===== src/rtl/klc_pkg.sv =====
// Shared types and constants for the keyed LRU entry cache.
// No dependencies; the cache, cell and checker files import this package.
package klc_pkg;

    // Cache geometry and lookup limits
    localparam int ENTRIES   = 4;
    localparam int MAX_VIEWS = 8;
    localparam int IDX_W     = (ENTRIES > 1) ? $clog2(ENTRIES) : 1;

    // FNV-1a offset basis: a hash equal to it marks an unhashed key
    localparam logic [63:0] FNV_OFFSET = 64'hCBF2_9CE4_8422_2325;

    typedef enum logic [1:0] {
        KIND_LOOKUP = 2'd0,
        KIND_MARK   = 2'd1,
        KIND_CLEAR  = 2'd2,
        KIND_NONE   = 2'd3
    } kind_t;

    typedef enum logic [1:0] {
        ST_HIT    = 2'd0,
        ST_MISS   = 2'd1,
        ST_REJECT = 2'd2,
        ST_DONE   = 2'd3
    } status_t;

    typedef enum logic [2:0] {
        OP_NONE,
        OP_TOUCH,
        OP_ALLOC,
        OP_MARK,
        OP_CLEAR
    } op_t;

    // Key broadcast to every cell during a scan
    typedef struct packed {
        logic [63:0] tag;
        logic [3:0]  count;
        logic        force_clear;
    } key_t;

    // Running scan record handed from cell to cell
    typedef struct packed {
        logic             found;
        logic [IDX_W-1:0] hit_idx;
        logic             have;
        logic [31:0]      old_time;
        logic [IDX_W-1:0] old_idx;
        logic [IDX_W-1:0] pos;
    } scan_t;

    // Write command broadcast to the cells
    typedef struct packed {
        op_t         op;
        logic [31:0] frame;
        logic [63:0] tag;
        logic [3:0]  count;
    } wr_cmd_t;

endpackage


===== src/rtl/klc_if.sv =====
// Handshake interfaces for the request and response channels.
// Does not depend on klc_pkg; the widths are written out directly.
interface klc_req_if;
    logic        valid;
    logic        ready;
    logic [1:0]  kind;
    logic [31:0] frame_serial;
    logic [63:0] key_hash;
    logic        key_fields_ok;
    logic [3:0]  sub_count;
    logic        force_clear;
    logic [1:0]  target_entry;

    modport source (
        output valid, kind, frame_serial, key_hash, key_fields_ok,
               sub_count, force_clear, target_entry,
        input  ready
    );
    modport sink (
        input  valid, kind, frame_serial, key_hash, key_fields_ok,
               sub_count, force_clear, target_entry,
        output ready
    );
endinterface

interface klc_rsp_if;
    logic       valid;
    logic       ready;
    logic [1:0] status;
    logic [1:0] entry_index;
    logic       needs_rebuild;

    modport source (
        output valid, status, entry_index, needs_rebuild,
        input  ready
    );
    modport sink (
        input  valid, status, entry_index, needs_rebuild,
        output ready
    );
endinterface


===== src/rtl/keyed_lru_entry_cache.sv =====
// Top level of the keyed LRU entry cache: request control, the row of
// entry cells and the response register. Depends on klc_pkg, klc_if, klc_cell.
//
// Usage:
//   req carries one request (lookup, mark built, clear all); rsp returns
//   exactly one response per request: status, entry_index, needs_rebuild.
//   A request is taken when req.valid and req.ready are high at a clock edge.
//   req.ready is high only while no request is in work, so requests are
//   handled one at a time.
//   A lookup walks a scan record along the row of ENTRIES cells, one cell a
//   cycle, then writes back; a new request may be taken as soon as the
//   response is valid.
//   Mark, clear, rejected lookups and unused kinds skip the scan and go
//   straight to write-back. The cell row length sets how long a lookup takes.
//   A finished response sits in the response register; the block takes the
//   next request while it waits, but holds the following write-back until
//   rsp.ready frees the register, so a stalled receiver loses nothing.
//   Reset (rst_n low, asynchronous) empties all entries: not valid, tag,
//   count and timestamp zero; no response is pending afterwards.
module keyed_lru_entry_cache
    import klc_pkg::*;
(
    input  logic   clk,
    input  logic   rst_n,
    klc_req_if.sink   req,
    klc_rsp_if.source rsp
);

    typedef enum logic [1:0] {
        S_IDLE,
        S_SCAN,
        S_APPLY
    } state_t;

    state_t           state_reg, state_next;
    kind_t            kind_reg, kind_next;
    logic [31:0]      frame_reg, frame_next;
    logic [63:0]      hash_reg, hash_next;
    logic [3:0]       count_reg, count_next;
    logic             force_reg, force_next;
    logic [1:0]       target_reg, target_next;
    status_t          res_status_reg, res_status_next;
    logic [IDX_W-1:0] res_idx_reg, res_idx_next;
    logic             scan_start_reg, scan_start_next;
    logic             rsp_valid_reg, rsp_valid_next;
    status_t          rsp_status_reg, rsp_status_next;
    logic [1:0]       rsp_idx_reg, rsp_idx_next;
    logic             rsp_rebuild_reg, rsp_rebuild_next;

    logic             accept;
    logic             slot_free;
    logic             apply_go;
    logic             rejected;
    key_t             key;
    wr_cmd_t          cmd;
    logic [ENTRIES-1:0] sel;
    logic             chain_vld [ENTRIES+1];
    scan_t            chain_rec [ENTRIES+1];

    assign accept    = req.valid && req.ready;
    assign slot_free = !rsp_valid_reg || rsp.ready;
    assign apply_go  = (state_reg == S_APPLY) && slot_free;
    assign req.ready = (state_reg == S_IDLE);

    // Screen a lookup for bad frame, bad key or too many views
    assign rejected = (req.frame_serial == 32'd0) || (req.key_hash == 64'd0)
                      || (req.key_hash == FNV_OFFSET) || !req.key_fields_ok
                      || (req.sub_count > 4'(MAX_VIEWS));

    // Request control
    always_comb
    begin
        state_next       = state_reg;
        kind_next        = kind_reg;
        frame_next       = frame_reg;
        hash_next        = hash_reg;
        count_next       = count_reg;
        force_next       = force_reg;
        target_next      = target_reg;
        res_status_next  = res_status_reg;
        res_idx_next     = res_idx_reg;
        scan_start_next  = 1'b0;
        rsp_valid_next   = rsp_valid_reg && !rsp.ready;
        rsp_status_next  = rsp_status_reg;
        rsp_idx_next     = rsp_idx_reg;
        rsp_rebuild_next = rsp_rebuild_reg;
        case (state_reg)
            S_IDLE:
            begin
                if (accept)
                begin
                    kind_next    = kind_t'(req.kind);
                    frame_next   = req.frame_serial;
                    hash_next    = req.key_hash;
                    count_next   = req.sub_count;
                    force_next   = req.force_clear;
                    target_next  = req.target_entry;
                    res_idx_next = '0;
                    state_next   = S_APPLY;
                    case (kind_t'(req.kind))
                        KIND_MARK, KIND_CLEAR:
                        begin
                            res_status_next = ST_DONE;
                        end
                        KIND_LOOKUP:
                        begin
                            if (rejected)
                            begin
                                res_status_next = ST_REJECT;
                            end
                            else
                            begin
                                scan_start_next = 1'b1;
                                state_next      = S_SCAN;
                            end
                        end
                        default:
                        begin
                            res_status_next = ST_REJECT;
                        end
                    endcase
                end
            end
            S_SCAN:
            begin
                if (chain_vld[ENTRIES])
                begin
                    if (chain_rec[ENTRIES].found)
                    begin
                        res_status_next = ST_HIT;
                        res_idx_next    = chain_rec[ENTRIES].hit_idx;
                    end
                    else
                    begin
                        res_status_next = ST_MISS;
                        res_idx_next    = chain_rec[ENTRIES].old_idx;
                    end
                    state_next = S_APPLY;
                end
            end
            S_APPLY:
            begin
                if (slot_free)
                begin
                    rsp_valid_next   = 1'b1;
                    rsp_status_next  = res_status_reg;
                    rsp_idx_next     = 2'(res_idx_reg);
                    rsp_rebuild_next = (res_status_reg == ST_MISS);
                    state_next       = S_IDLE;
                end
            end
            default:
            begin
                state_next = S_IDLE;
            end
        endcase
    end

    // Hold state, request and response registers
    always_ff @(posedge clk or negedge rst_n)
    begin
        if (!rst_n)
        begin
            state_reg       <= S_IDLE;
            kind_reg        <= KIND_LOOKUP;
            frame_reg       <= '0;
            hash_reg        <= '0;
            count_reg       <= '0;
            force_reg       <= 1'b0;
            target_reg      <= '0;
            res_status_reg  <= ST_REJECT;
            res_idx_reg     <= '0;
            scan_start_reg  <= 1'b0;
            rsp_valid_reg   <= 1'b0;
            rsp_status_reg  <= ST_REJECT;
            rsp_idx_reg     <= '0;
            rsp_rebuild_reg <= 1'b0;
        end
        else
        begin
            state_reg       <= state_next;
            kind_reg        <= kind_next;
            frame_reg       <= frame_next;
            hash_reg        <= hash_next;
            count_reg       <= count_next;
            force_reg       <= force_next;
            target_reg      <= target_next;
            res_status_reg  <= res_status_next;
            res_idx_reg     <= res_idx_next;
            scan_start_reg  <= scan_start_next;
            rsp_valid_reg   <= rsp_valid_next;
            rsp_status_reg  <= rsp_status_next;
            rsp_idx_reg     <= rsp_idx_next;
            rsp_rebuild_reg <= rsp_rebuild_next;
        end
    end

    // Broadcast key and write-back command
    assign key.tag         = hash_reg;
    assign key.count       = count_reg;
    assign key.force_clear = force_reg;

    always_comb
    begin
        cmd.op    = OP_NONE;
        cmd.frame = frame_reg;
        cmd.tag   = hash_reg;
        cmd.count = count_reg;
        if (apply_go)
        begin
            case (res_status_reg)
                ST_HIT:  cmd.op = OP_TOUCH;
                ST_MISS: cmd.op = OP_ALLOC;
                ST_DONE:
                begin
                    if (kind_reg == KIND_MARK)
                    begin
                        cmd.op = OP_MARK;
                    end
                    else if (kind_reg == KIND_CLEAR)
                    begin
                        cmd.op = OP_CLEAR;
                    end
                end
                default: cmd.op = OP_NONE;
            endcase
        end
    end

    // Select the written cell: scan result for lookups, target for marks
    always_comb
    begin
        for (int i = 0; i < ENTRIES; i++)
        begin
            if (kind_reg == KIND_MARK)
            begin
                sel[i] = (i < 4) && (target_reg == 2'(i));
            end
            else
            begin
                sel[i] = (res_idx_reg == IDX_W'(i));
            end
        end
    end

    // Seed the scan record at the head of the row
    assign chain_vld[0]          = scan_start_reg;
    assign chain_rec[0].found    = 1'b0;
    assign chain_rec[0].hit_idx  = '0;
    assign chain_rec[0].have     = 1'b0;
    assign chain_rec[0].old_time = '0;
    assign chain_rec[0].old_idx  = '0;
    assign chain_rec[0].pos      = '0;

    // Row of entry cells
    for (genvar g = 0; g < ENTRIES; g++)
    begin : g_cell
        klc_cell u_cell (
            .clk            (clk),
            .rst_n          (rst_n),
            .key            (key),
            .cmd            (cmd),
            .sel            (sel[g]),
            .scan_in_valid  (chain_vld[g]),
            .scan_in        (chain_rec[g]),
            .scan_out_valid (chain_vld[g+1]),
            .scan_out       (chain_rec[g+1])
        );
    end

    assign rsp.valid         = rsp_valid_reg;
    assign rsp.status        = rsp_status_reg;
    assign rsp.entry_index   = rsp_idx_reg;
    assign rsp.needs_rebuild = rsp_rebuild_reg;

endmodule


===== src/rtl/klc_cell.sv =====
// One cache entry cell: holds valid, tag, count and timestamp, and folds
// itself into the scan record passed along the chain. Depends on klc_pkg.
module klc_cell
    import klc_pkg::*;
(
    input  logic    clk,
    input  logic    rst_n,
    input  key_t    key,
    input  wr_cmd_t cmd,
    input  logic    sel,
    input  logic    scan_in_valid,
    input  scan_t   scan_in,
    output logic    scan_out_valid,
    output scan_t   scan_out
);

    logic        valid_reg, valid_next;
    logic [63:0] tag_reg, tag_next;
    logic [3:0]  count_reg, count_next;
    logic [31:0] time_reg, time_next;
    logic        scan_valid_reg;
    scan_t       scan_reg, scan_next;
    logic        match;

    // Compare this entry against the broadcast key
    assign match = valid_reg && (tag_reg == key.tag) && (count_reg == key.count)
                   && !key.force_clear;

    // Fold this entry into the running record: first hit, oldest time
    always_comb
    begin
        scan_next     = scan_in;
        scan_next.pos = scan_in.pos + IDX_W'(1);
        if (!scan_in.found && match)
        begin
            scan_next.found   = 1'b1;
            scan_next.hit_idx = scan_in.pos;
        end
        if (!scan_in.have || (time_reg < scan_in.old_time))
        begin
            scan_next.have     = 1'b1;
            scan_next.old_time = time_reg;
            scan_next.old_idx  = scan_in.pos;
        end
    end

    // Apply broadcast writes
    always_comb
    begin
        valid_next = valid_reg;
        tag_next   = tag_reg;
        count_next = count_reg;
        time_next  = time_reg;
        case (cmd.op)
            OP_CLEAR:
            begin
                valid_next = 1'b0;
                tag_next   = '0;
                count_next = '0;
                time_next  = '0;
            end
            OP_TOUCH:
            begin
                if (sel)
                begin
                    time_next = cmd.frame;
                end
            end
            OP_ALLOC:
            begin
                if (sel)
                begin
                    valid_next = 1'b0;
                    tag_next   = cmd.tag;
                    count_next = cmd.count;
                    time_next  = cmd.frame;
                end
            end
            OP_MARK:
            begin
                if (sel)
                begin
                    valid_next = 1'b1;
                end
            end
            default:
            begin
                valid_next = valid_reg;
            end
        endcase
    end

    // Hold entry state and advance the scan stage
    always_ff @(posedge clk or negedge rst_n)
    begin
        if (!rst_n)
        begin
            valid_reg      <= 1'b0;
            tag_reg        <= '0;
            count_reg      <= '0;
            time_reg       <= '0;
            scan_valid_reg <= 1'b0;
        end
        else
        begin
            valid_reg      <= valid_next;
            tag_reg        <= tag_next;
            count_reg      <= count_next;
            time_reg       <= time_next;
            scan_valid_reg <= scan_in_valid;
        end
    end

    always_ff @(posedge clk)
    begin
        scan_reg <= scan_next;
    end

    assign scan_out_valid = scan_valid_reg;
    assign scan_out       = scan_reg;

endmodule


===== src/flat_wrapper.sv =====
// flat-port wrapper written by rule: the top's interface ports become plain ports
module keyed_lru_entry_cache_flat import klc_pkg::*;
  (clk, rst_n, req_valid, req_kind, req_frame_serial, req_key_hash, req_key_fields_ok, req_sub_count, req_force_clear, req_target_entry, req_ready, rsp_valid, rsp_status, rsp_entry_index, rsp_needs_rebuild, rsp_ready);
  klc_req_if req_i ();
  klc_rsp_if rsp_i ();
  input  logic clk;
  input  logic rst_n;
  input wire logic [$bits(req_i.valid)-1:0] req_valid;
  input wire logic [$bits(req_i.kind)-1:0] req_kind;
  input wire logic [$bits(req_i.frame_serial)-1:0] req_frame_serial;
  input wire logic [$bits(req_i.key_hash)-1:0] req_key_hash;
  input wire logic [$bits(req_i.key_fields_ok)-1:0] req_key_fields_ok;
  input wire logic [$bits(req_i.sub_count)-1:0] req_sub_count;
  input wire logic [$bits(req_i.force_clear)-1:0] req_force_clear;
  input wire logic [$bits(req_i.target_entry)-1:0] req_target_entry;
  output wire logic [$bits(req_i.ready)-1:0] req_ready;
  output wire logic [$bits(rsp_i.valid)-1:0] rsp_valid;
  output wire logic [$bits(rsp_i.status)-1:0] rsp_status;
  output wire logic [$bits(rsp_i.entry_index)-1:0] rsp_entry_index;
  output wire logic [$bits(rsp_i.needs_rebuild)-1:0] rsp_needs_rebuild;
  input wire logic [$bits(rsp_i.ready)-1:0] rsp_ready;
  assign req_i.valid = req_valid;
  assign req_i.kind = req_kind;
  assign req_i.frame_serial = req_frame_serial;
  assign req_i.key_hash = req_key_hash;
  assign req_i.key_fields_ok = req_key_fields_ok;
  assign req_i.sub_count = req_sub_count;
  assign req_i.force_clear = req_force_clear;
  assign req_i.target_entry = req_target_entry;
  assign req_ready = req_i.ready;
  assign rsp_valid = rsp_i.valid;
  assign rsp_status = rsp_i.status;
  assign rsp_entry_index = rsp_i.entry_index;
  assign rsp_needs_rebuild = rsp_i.needs_rebuild;
  assign rsp_i.ready = rsp_ready;
  keyed_lru_entry_cache u_core (.clk(clk), .rst_n(rst_n), .req(req_i), .rsp(rsp_i));
endmodule

===== config.mk =====
export PLATFORM = sky130hd
export DESIGN_NAME = keyed_lru_entry_cache_flat
export DESIGN_NICKNAME = d
export VERILOG_FILES = /design/src/rtl/klc_pkg.sv /design/src/rtl/klc_if.sv /design/src/rtl/keyed_lru_entry_cache.sv /design/src/rtl/klc_cell.sv /design/src/flat_wrapper.sv
export SDC_FILE = /design/constraint.sdc
export NUM_CORES = 1
export LEC_CHECK = 0
export BUFFER_PORTS_ARGS = -buffer_cell sky130_fd_sc_hd__buf_2
export CAP_MARGIN = 20
export CORE_MARGIN = 1
export CORE_UTILIZATION = 65
export DETAILED_ROUTE_END_ITERATION = 8
export PLACE_DENSITY = 0.8
export SLEW_MARGIN = 0
export SYNTH_ARGS = -nofsm -noshare
export SYNTH_HDL_FRONTEND = slang
export SYNTH_HIERARCHICAL = 1
export SYNTH_SLANG_ARGS = --single-unit

===== constraint.sdc =====
create_clock -name clk -period 5.1 [get_ports clk]
set_clock_uncertainty 0.05 [all_clocks]
set_input_delay 0.255 -clock clk [delete_from_list [all_inputs] [get_ports clk]]
set_output_delay 0.255 -clock clk [all_outputs]
set_load 0.005 [all_outputs]

# After elaboration in Yosys (flattened, before gate mapping)

Cells that the tools add are included.

Order comparisons: 4
Eq/ne operators: 43
Mux-type cells: 69
Reductions and logical operators: 64

Operators by type and width:

| kind                                                            | number |
|---|---|
| 64-bit one-hot mux with 2 select lines                          | 4 |
| 64-bit == test                                                  | 4 |
| 64-bit 2-to-1 mux                                               | 4 |
| 32-bit one-hot mux with 2 select lines                          | 4 |
| 32-bit 2-to-1 mux                                               | 4 |
| 32-bit < comparator                                             | 3 |
| 34-bit 2-to-1 mux                                               | 2 |
| 64-bit == test, second input constant                           | 1 |
| 64-bit zero test                                                | 1 |
| 32-bit zero test                                                | 1 |
| 4-bit one-hot mux with 2 select lines                           | 4 |
| 2-bit 2-to-1 mux                                                | 11 |
| 2-bit != test, second input constant                            | 10 |
| 2-bit AND reduction                                             | 10 |
| 1-bit 2-to-1 mux                                                | 19 |
| 1-bit logical AND                                               | 18 |
| 3-bit AND reduction                                             | 6 |
| 2-bit == test, second input constant                            | 8 |
| 4-bit == test                                                   | 4 |
| 4-bit 2-to-1 mux                                                | 4 |
| 2-bit by 1-bit == test with 1-bit output, second input constant | 6 |
| 3-bit 2-to-1 mux                                                | 4 |
| 1-bit one-hot mux with 3 select lines                           | 4 |
| 2-bit one-hot mux with 2 select lines                           | 3 |
| other kinds (15)                                                | 41 |

Flip-flop bits (word level): 642
Output and inout port bits: 7

# Depth between registers and ports, before layout

Gate-level depths: netlist of run 1.

Depth in word-level cells: 9
Gate-level depth with buffers: 13
Gate-level depth less buffers: 10

# Hierarchy

The synthesis of run 1 kept the hierarchy.

Modules (own cells, without submodules):

| module                                  | instances | cells an instance | area an instance (um2) | sequential area each (um2) |
|---|---|---|---|---|
| klc_cell at u_core.g_cell[0].u_cell ... | 2         | 740               | 6935.4                 | 3353.2 |
| klc_cell at u_core.g_cell[2].u_cell     | 1         | 738               | 6954.2                 | 3353.2 |
| klc_cell at u_core.g_cell[3].u_cell     | 1         | 735               | 6947.9                 | 3353.2 |
| keyed_lru_entry_cache                   | 1         | 345               | 4865.9                 | 2955.3 |

# Worst setup path before layout of run 1

Ideal clock, no wire load.

Path type: register to register
From: reg u_core.state_reg[0]
To: reg u_core.g_cell[3].u_cell.tag_reg[39]
Setup time: 83 ps
Data arrival time: 3108 ps
Data required time: 4967 ps
Path slack: 1860 ps
Stages on the path, launching flop included: 10
Path buffers: 2
Cell sequence: dfrtp_1 > nand3b_1 > inv_1 > nand2_1 > a21oi_1 > nor3b_1 > clkbuf_1 > buf_1 > nand2_1 > o21ai_0

RTL lines:

| what                   | RTL line                     | text |
|---|---|---|
| start, declared        | keyed_lru_entry_cache.sv:35  | `state_t state_reg, state_next;` |
| start signal, assigned | keyed_lru_entry_cache.sv:181 | `state_reg <= state_next;` |
| end signal, assigned   | klc_cell.sv:107              | `tag_reg <= tag_next;` |
| end, declared          | klc_cell.sv:18               | `logic [63:0] tag_reg, tag_next;` |

==> results.tsv, run 1 <==
metric	value	unit
crit_path_cell_trace	inv_1 > ha_1 > a2111oi_0 > nor4b_1 > a2111oi_0 > o221a_2 > buf_16 > mux2_2	
timing.critical_path.slowest_cell_delay	750	ps
slowest_stage	o221a_2	
die_width	221.8	µm
gr-usage-all-layers	33.62	%
data_required_time_of_the_critical_path	5530	ps
min_period_over_period	72.68	%
fp.dieArea	49170	µm²
detailedRoute.firstPassIterationCount	6	
routed_wl	81690	µm
cts_sinks	651	
critical_setup_path_class	flip-flop to flip-flop	
nets	3712	
die_h	221.8	µm
maxSlewHeadroom	-63.52	%
pin_count	117	
cts.path.max_buffers	3	
period_minus_slack	3707	ps
gp_congestion	0.8855	
grt_max_degree	145	
r2r_worst_path_depth	8	
cp_num_buf_inv	2	
worstSetupStartpoint	u_core/g_cell[1].u_cell/scan_out[5]	
post-route-drc-count	0	
clock-root-buffer	clkbuf_16	
avgRoutedWirePerCell	19.71	µm
grt_pass1_vias	24479	
dpl_cell_area	32770	µm²
min_path_type	input port to flip-flop	
report.final.setup_viol	0	
rsz_0062_raised_after_global_routing	no	
grt_pass1_wl	130500	µm
clk_transition_reported_paths	60	ps
worstPathMaxFanout	18	
slew_violations	35	
postSynthCellCount	3225	
yosys_warnings	6	
tightest_slew	2453	ps
post_synth.cell_area_avg	9.733	µm²
avgViaCountPerCell	5.853	
final_area	36150	µm²
fp.coreArea	47650	µm²
initial_utilization	65.88	%
fmax	0.2698	GHz
worstSetupEndpointType	flip-flop	
vias	24262	
detailedRoute.firstIterationViolations	2373	
timing.max_cap.violations	0	
post_route_cells_drive_above_1_share	14.36	%
fin_setup_tns	0	ps
overflow	0	
crit_end	u_core/g_cell[2].u_cell/scan_out[4]	
cts_made_buffers	69	
largest_register_ff_count	256	
worst_path_depth	8	
p_leak	16.80	nW
dpl_wire_length	53430	µm
reg2reg_to	u_core/g_cell[2].u_cell/scan_out[4]	
critical_path.top_delay_family	compound AO/OA/AOI/OAI gates	
tritoncts_clock_tree	yes	
areaGrowthSynthToFinish	15.16	%
crit_arrival	4140	ps
cts-resized-gates	0	
critPathMostFrequentCell	a2111oi_0	
h-tree-depth	3	
max-vdd-ir-drop	0.5415	mV
status	finished, violations left	
grt_antenna_before_repair	0	
timing.reg2reg.setup_slack	1390	ps
route.antenna.remaining_nets	0	
failed_checks	slew limit	
critPathLaunchType	flip-flop	
post-cts-setup-buffer-count	0	
r2r_start	u_core/g_cell[1].u_cell/scan_out[5]	
finalHoldViolCount	0	
placement.io_buffers	116	
mappedNetlistArea	31390	µm²
n_antenna_cell	0	
insertion_delay	600	ps
rows	80	
power-per-cell-area	578.8	nW/µm²
-- placed cells by master, fill, tap and decap left out, types with 10 or more instances in the layout --
master         instances
nor4_1                83
nand2_1              853
clkinv_2              10
buf_4                 25
dfxtp_1              125
clkbuf_8              11
mux2_4                90
xor2_1               227
o21ai_0              299
nand4_1               56
nand2b_1              10
xnor2_1               52
mux2_2               130
nand3_1              150
inv_1                134
a21oi_1               54
dfrtp_1              524
conb_1                82
ha_1                 125
buf_2                116
clkbuf_16             74
nor2_1                37
dlygate4sd3_1        108
clkbuf_1              26
-- report_power, final --
part | internal (W) | switching (W) | total, W
logic | 0.00370 | 0.00421 | 0.00791
registers | 0.00642 | 0.00167 | 0.00809
clock network | 0.00292 | 0.00200 | 0.00492
-- through the flow --
stage	utilization, %	setup slack (ps)	std cells	hold slack (ps)	total power [W]
5_1_grt	75.87	1345	4145	264.2	0.02193
6_report	75.87	1393	4145	247.5	0.02092
3_3_place_gp	68.58	1397	3905	290.1	0.01490
4_1_cts	75.71	1421	4141	214.4	0.02078
2_1_floorplan	-	1860	3303	-90.59	0.01384
3_5_place_dp	68.78	1466	3909	284.7	0.01570
-- worst min-delay path, stage by stage --
cell and delay (ps):
buf_2 100, nand4_1 90, o21bai_1 180, a31oi_1 100
o2bb2ai_1 120
-- routing by layer --
layer	global-route usage, %	share of wire, %	vias up
met5	0	0	-
met4	16.51	5.3	0
met3	5.367	5.7	233
met2	57.68	50	857
met1	41.43	40	11958
li1	-	-	11214
-- layout make-up --
class	count	area, µm²
sequential	651	15670
multi-input combinational	2360	14880
fill	3081	11500
timing repair buffer	261	2112
clock buffer	111	2101
tap	615	769.5
inverter	134	503.0
clock inverter	13	117.6
-- repair_timing --
action | CTS | global route
endpoints found under the hold margin | 203 | 0
hold buffers | 108 | 0
endpoints found under the setup margin | 0 | 0
-- worst min path at each step --
stage	start	endpoint	slack, ps	cells past startpoint
after global routing	req_key_fields_ok	u_core/state_reg[0]	260	5
after detailed placement	u_core/g_cell[1].u_cell/scan_out_valid	u_core/g_cell[2].u_cell/scan_out_valid	280	0
after CTS	req_key_fields_ok	u_core/state_reg[0]	210	5
final	req_key_fields_ok	u_core/state_reg[0]	250	5
after floorplan	rst_n	u_core/count_reg[0]	-90	0
after global placement	u_core/scan_start_reg	u_core/g_cell[0].u_cell/scan_out_valid	290	0
Note: power is estimated with default switching activity, not from simulation.
==> run 2, diff against run 1 <==
--- a/config.mk
+++ b/config.mk
@@ -8,9 +8,9 @@
 export BUFFER_PORTS_ARGS = -buffer_cell sky130_fd_sc_hd__buf_2
 export CAP_MARGIN = 20
 export CORE_MARGIN = 1
-export CORE_UTILIZATION = 65
+export CORE_UTILIZATION = 63
 export DETAILED_ROUTE_END_ITERATION = 8
-export PLACE_DENSITY = 0.8
+export PLACE_DENSITY = 0.78
 export SLEW_MARGIN = 0
 export SYNTH_ARGS = -nofsm -noshare
 export SYNTH_HDL_FRONTEND = slang
==> constraint.sdc (replaced) <==
create_clock -name clk -period 3.5 [get_ports clk]
set_clock_uncertainty 0.05 [all_clocks]
set_input_delay 0.175 -clock clk [delete_from_list [all_inputs] [get_ports clk]]
set_output_delay 0.175 -clock clk [all_outputs]
set_load 0.005 [all_outputs]
==> results.tsv, run 2 (synthesis results as in run 1) <==
metric	value	unit	change
final_area	36710	µm²	+1.5%
tightest_slew	2433	ps	-19.93 ps
fraction_of_power_spent_switching_nets	37.00	%	-0.68 points
avgRoutedWirePerCell	19.48	µm	-1.1%
pin_count	117		unchanged
min_path_type	input port to flip-flop		
avgViaCountPerCell	5.746		-1.8%
critical_setup_path_class	flip-flop to flip-flop		
fmax	0.3253	GHz	+21%
layout.cells.most_common_list	nand2_1, dfrtp_1, o21ai_0, xor2_1, nand3_1		
vias	24235		-0.11%
h-tree-depth	3		unchanged
max-vdd-ir-drop	1.161	mV	+110%
die_width	225.2	µm	+1.6%
placement.io_buffers	116		unchanged
rows	81		+1.3%
p_leak	17.07	nW	+1.6%
largest_register_ff_count	256		unchanged
fin_setup_tns	0	ps	unchanged
worst_slack	426.0	ps	-967.4 ps
slew_violations	35		unchanged
initial_utilization	63.99	%	-1.9 points
route.antenna.remaining_nets	0		unchanged
crit_path_cell_trace	nand3b_1 > inv_1 > nand2_1 > nor3_2 > buf_4 > mux2i_1 > nand2b_4 > buf_12 > nand2_1 > o21ai_0		
total_switching_power	0.01139	W	+45%
grt_pass1_vias	24617		+0.56%
nets	3736		+0.65%
fp.coreArea	49050	µm²	+3.0%
period_minus_slack	3074	ps	-632.6 ps
report.final.setup_viol	0		unchanged
internal-power	0.01940	W	+49%
dpl_cell_area	33120	µm²	+1.0%
cts_sinks	651		unchanged
timing.max_cap.violations	0		unchanged
routed_wl	82190	µm	+0.61%
gr-usage-all-layers	33.09	%	-0.53 points
timing.critical_path.slowest_cell_delay	450	ps	-300 ps
fp.dieArea	50720	µm²	+3.1%
post-route-drc-count	0		unchanged
maxSlewHeadroom	-62.19	%	+1.3 points
fin_worst_hold_slack	116.6	ps	-130.9 ps
critPathMostFrequentCell	nand2_1		
rsz_0062_raised_after_global_routing	no		
detailedRoute.firstIterationViolations	2021		-15%
dpl_wire_length	55170	µm	+3.3%
nFillCells	3330		+8.1%
seqPwrFrac	38.1	%	-0.6 points
critPathLaunchType	flip-flop		
grt_pass1_wl	131100	µm	+0.52%
final_common_cell	nand2_1		
combinationalPowerShare	37.2	%	-0.6 points
n_antenna_cell	0		unchanged
areaGrowthSynthToFinish	16.94	%	
clock-root-buffer	clkbuf_16		
power-per-cell-area	838.8	nW/µm²	+45%
status	finished, violations left		
detailedRoute.firstPassIterationCount	6		unchanged
insertion_delay	600	ps	about the same
clk_transition_reported_paths	60	ps	about the same
cts_made_buffers	68		-1.4%
min_period_over_period	87.83	%	+15 points
grt_antenna_before_repair	0		unchanged
die_h	225.2	µm	+1.6%
crit_arrival	3490	ps	-650 ps
overflow	0		unchanged
grt_max_degree	137		-5.5%
cts.path.max_buffers	3		unchanged
worstSetupEndpointType	flip-flop		
tritoncts_clock_tree	yes		
post_route_cells_drive_above_1_share	15.31	%	+0.94 points
gp_congestion	0.8879		+0.27%
dpl_worst_slack	370.0	ps	-1096 ps
worstPathMaxFanout	76		+58
cp_num_buf_inv	3		+1
post-cts-setup-buffer-count	0		unchanged
failed_checks	slew limit		
slowest_stage	dfrtp_1		
data_required_time_of_the_critical_path	3910	ps	-1620 ps
p_clk_share	24.8	%	+1.3 points
critical_path.top_delay_family	simple AND/OR/NAND/NOR gates		
finalHoldViolCount	0		unchanged
==> run 2: layout make-up <==
class | instances | area, µm² | share of cell area (%)
flip-flops and latches | 651 | 15670 | 42.68
multi-input cells | 2360 | 14880 | 40.53
repair buffers | 286 | 2430 | 6.620
clock buffers | 107 | 2165 | 5.897
well taps | 664 | 830.8 | 2.263
inverters | 134 | 503.0 | 1.370
clock inverters | 16 | 234.0 | 0.6374
==> run 2: stage by stage <==
stage               instances  power [W]  util [%]
detailed placement       3983    0.02285     67.51
floorplan                3303    0.02016         -
global placement         3983    0.02229     67.51
CTS                      4214    0.03068     74.61
finish                   4218    0.03079     74.83
global route             4218    0.03232     74.83
==> run 2: path summary, 6_finish.rpt <==
kind	from	endpoint	slack, ps	depth (start not counted)
max	u_core/state_reg[0]	u_core/g_cell[2].u_cell/tag_reg[22]	430	10
max in group asynchronous	rst_n	u_core/g_cell[1].u_cell/tag_reg[50]	2180	3
min reg2reg	u_core/g_cell[0].u_cell/scan_out_valid	u_core/g_cell[1].u_cell/scan_out_valid	300	0
min	req_key_fields_ok	u_core/state_reg[0]	120	5
min in group asynchronous	rst_n	u_core/frame_reg[31]	150	2
max reg2reg	u_core/state_reg[0]	u_core/g_cell[2].u_cell/tag_reg[22]	430	10
==> run 2: metal layers <==
metal	wire, µm	part of all wire, %	GRT usage [%]
met1	32480	40	40.30
met4	4559	5.5	17.14
met3	4541	5.5	5.541
met2	40600	49	56.55
met5	0	0	0
==> run 2: timing repair <==
item                                   4_1_cts  5_1_grt
resized for setup                            0        0
hold buffers                               108        0
endpoints found under the hold margin      208        0
==> run 2: worst register-to-register path, delay by kind of cell, from the launching register on <==
family                 cells  cell delay (ps)
AND/OR/NAND/NOR            5             1170
AO/OA/AOI/OAI              1               90
flip-flops                 1              450
multiplexers               1              340
buffers and inverters      3              830
==> run 2: power by group through the flow <==
| stage | sequential [W] | clock (W) | combinational (W) |
|---|---|---|---|
| 2_1_floorplan | 0.0109 | 0 | 0.00925 |
| 3_5_place_dp | 0.0118 | 0 | 0.0111 |
| 5_1_grt | 0.0119 | 0.00803 | 0.0124 |
| 4_1_cts | 0.0117 | 0.00772 | 0.0113 |
| 3_3_place_gp | 0.0117 | 0 | 0.0106 |
| 6_report | 0.0117 | 0.00762 | 0.0114 |
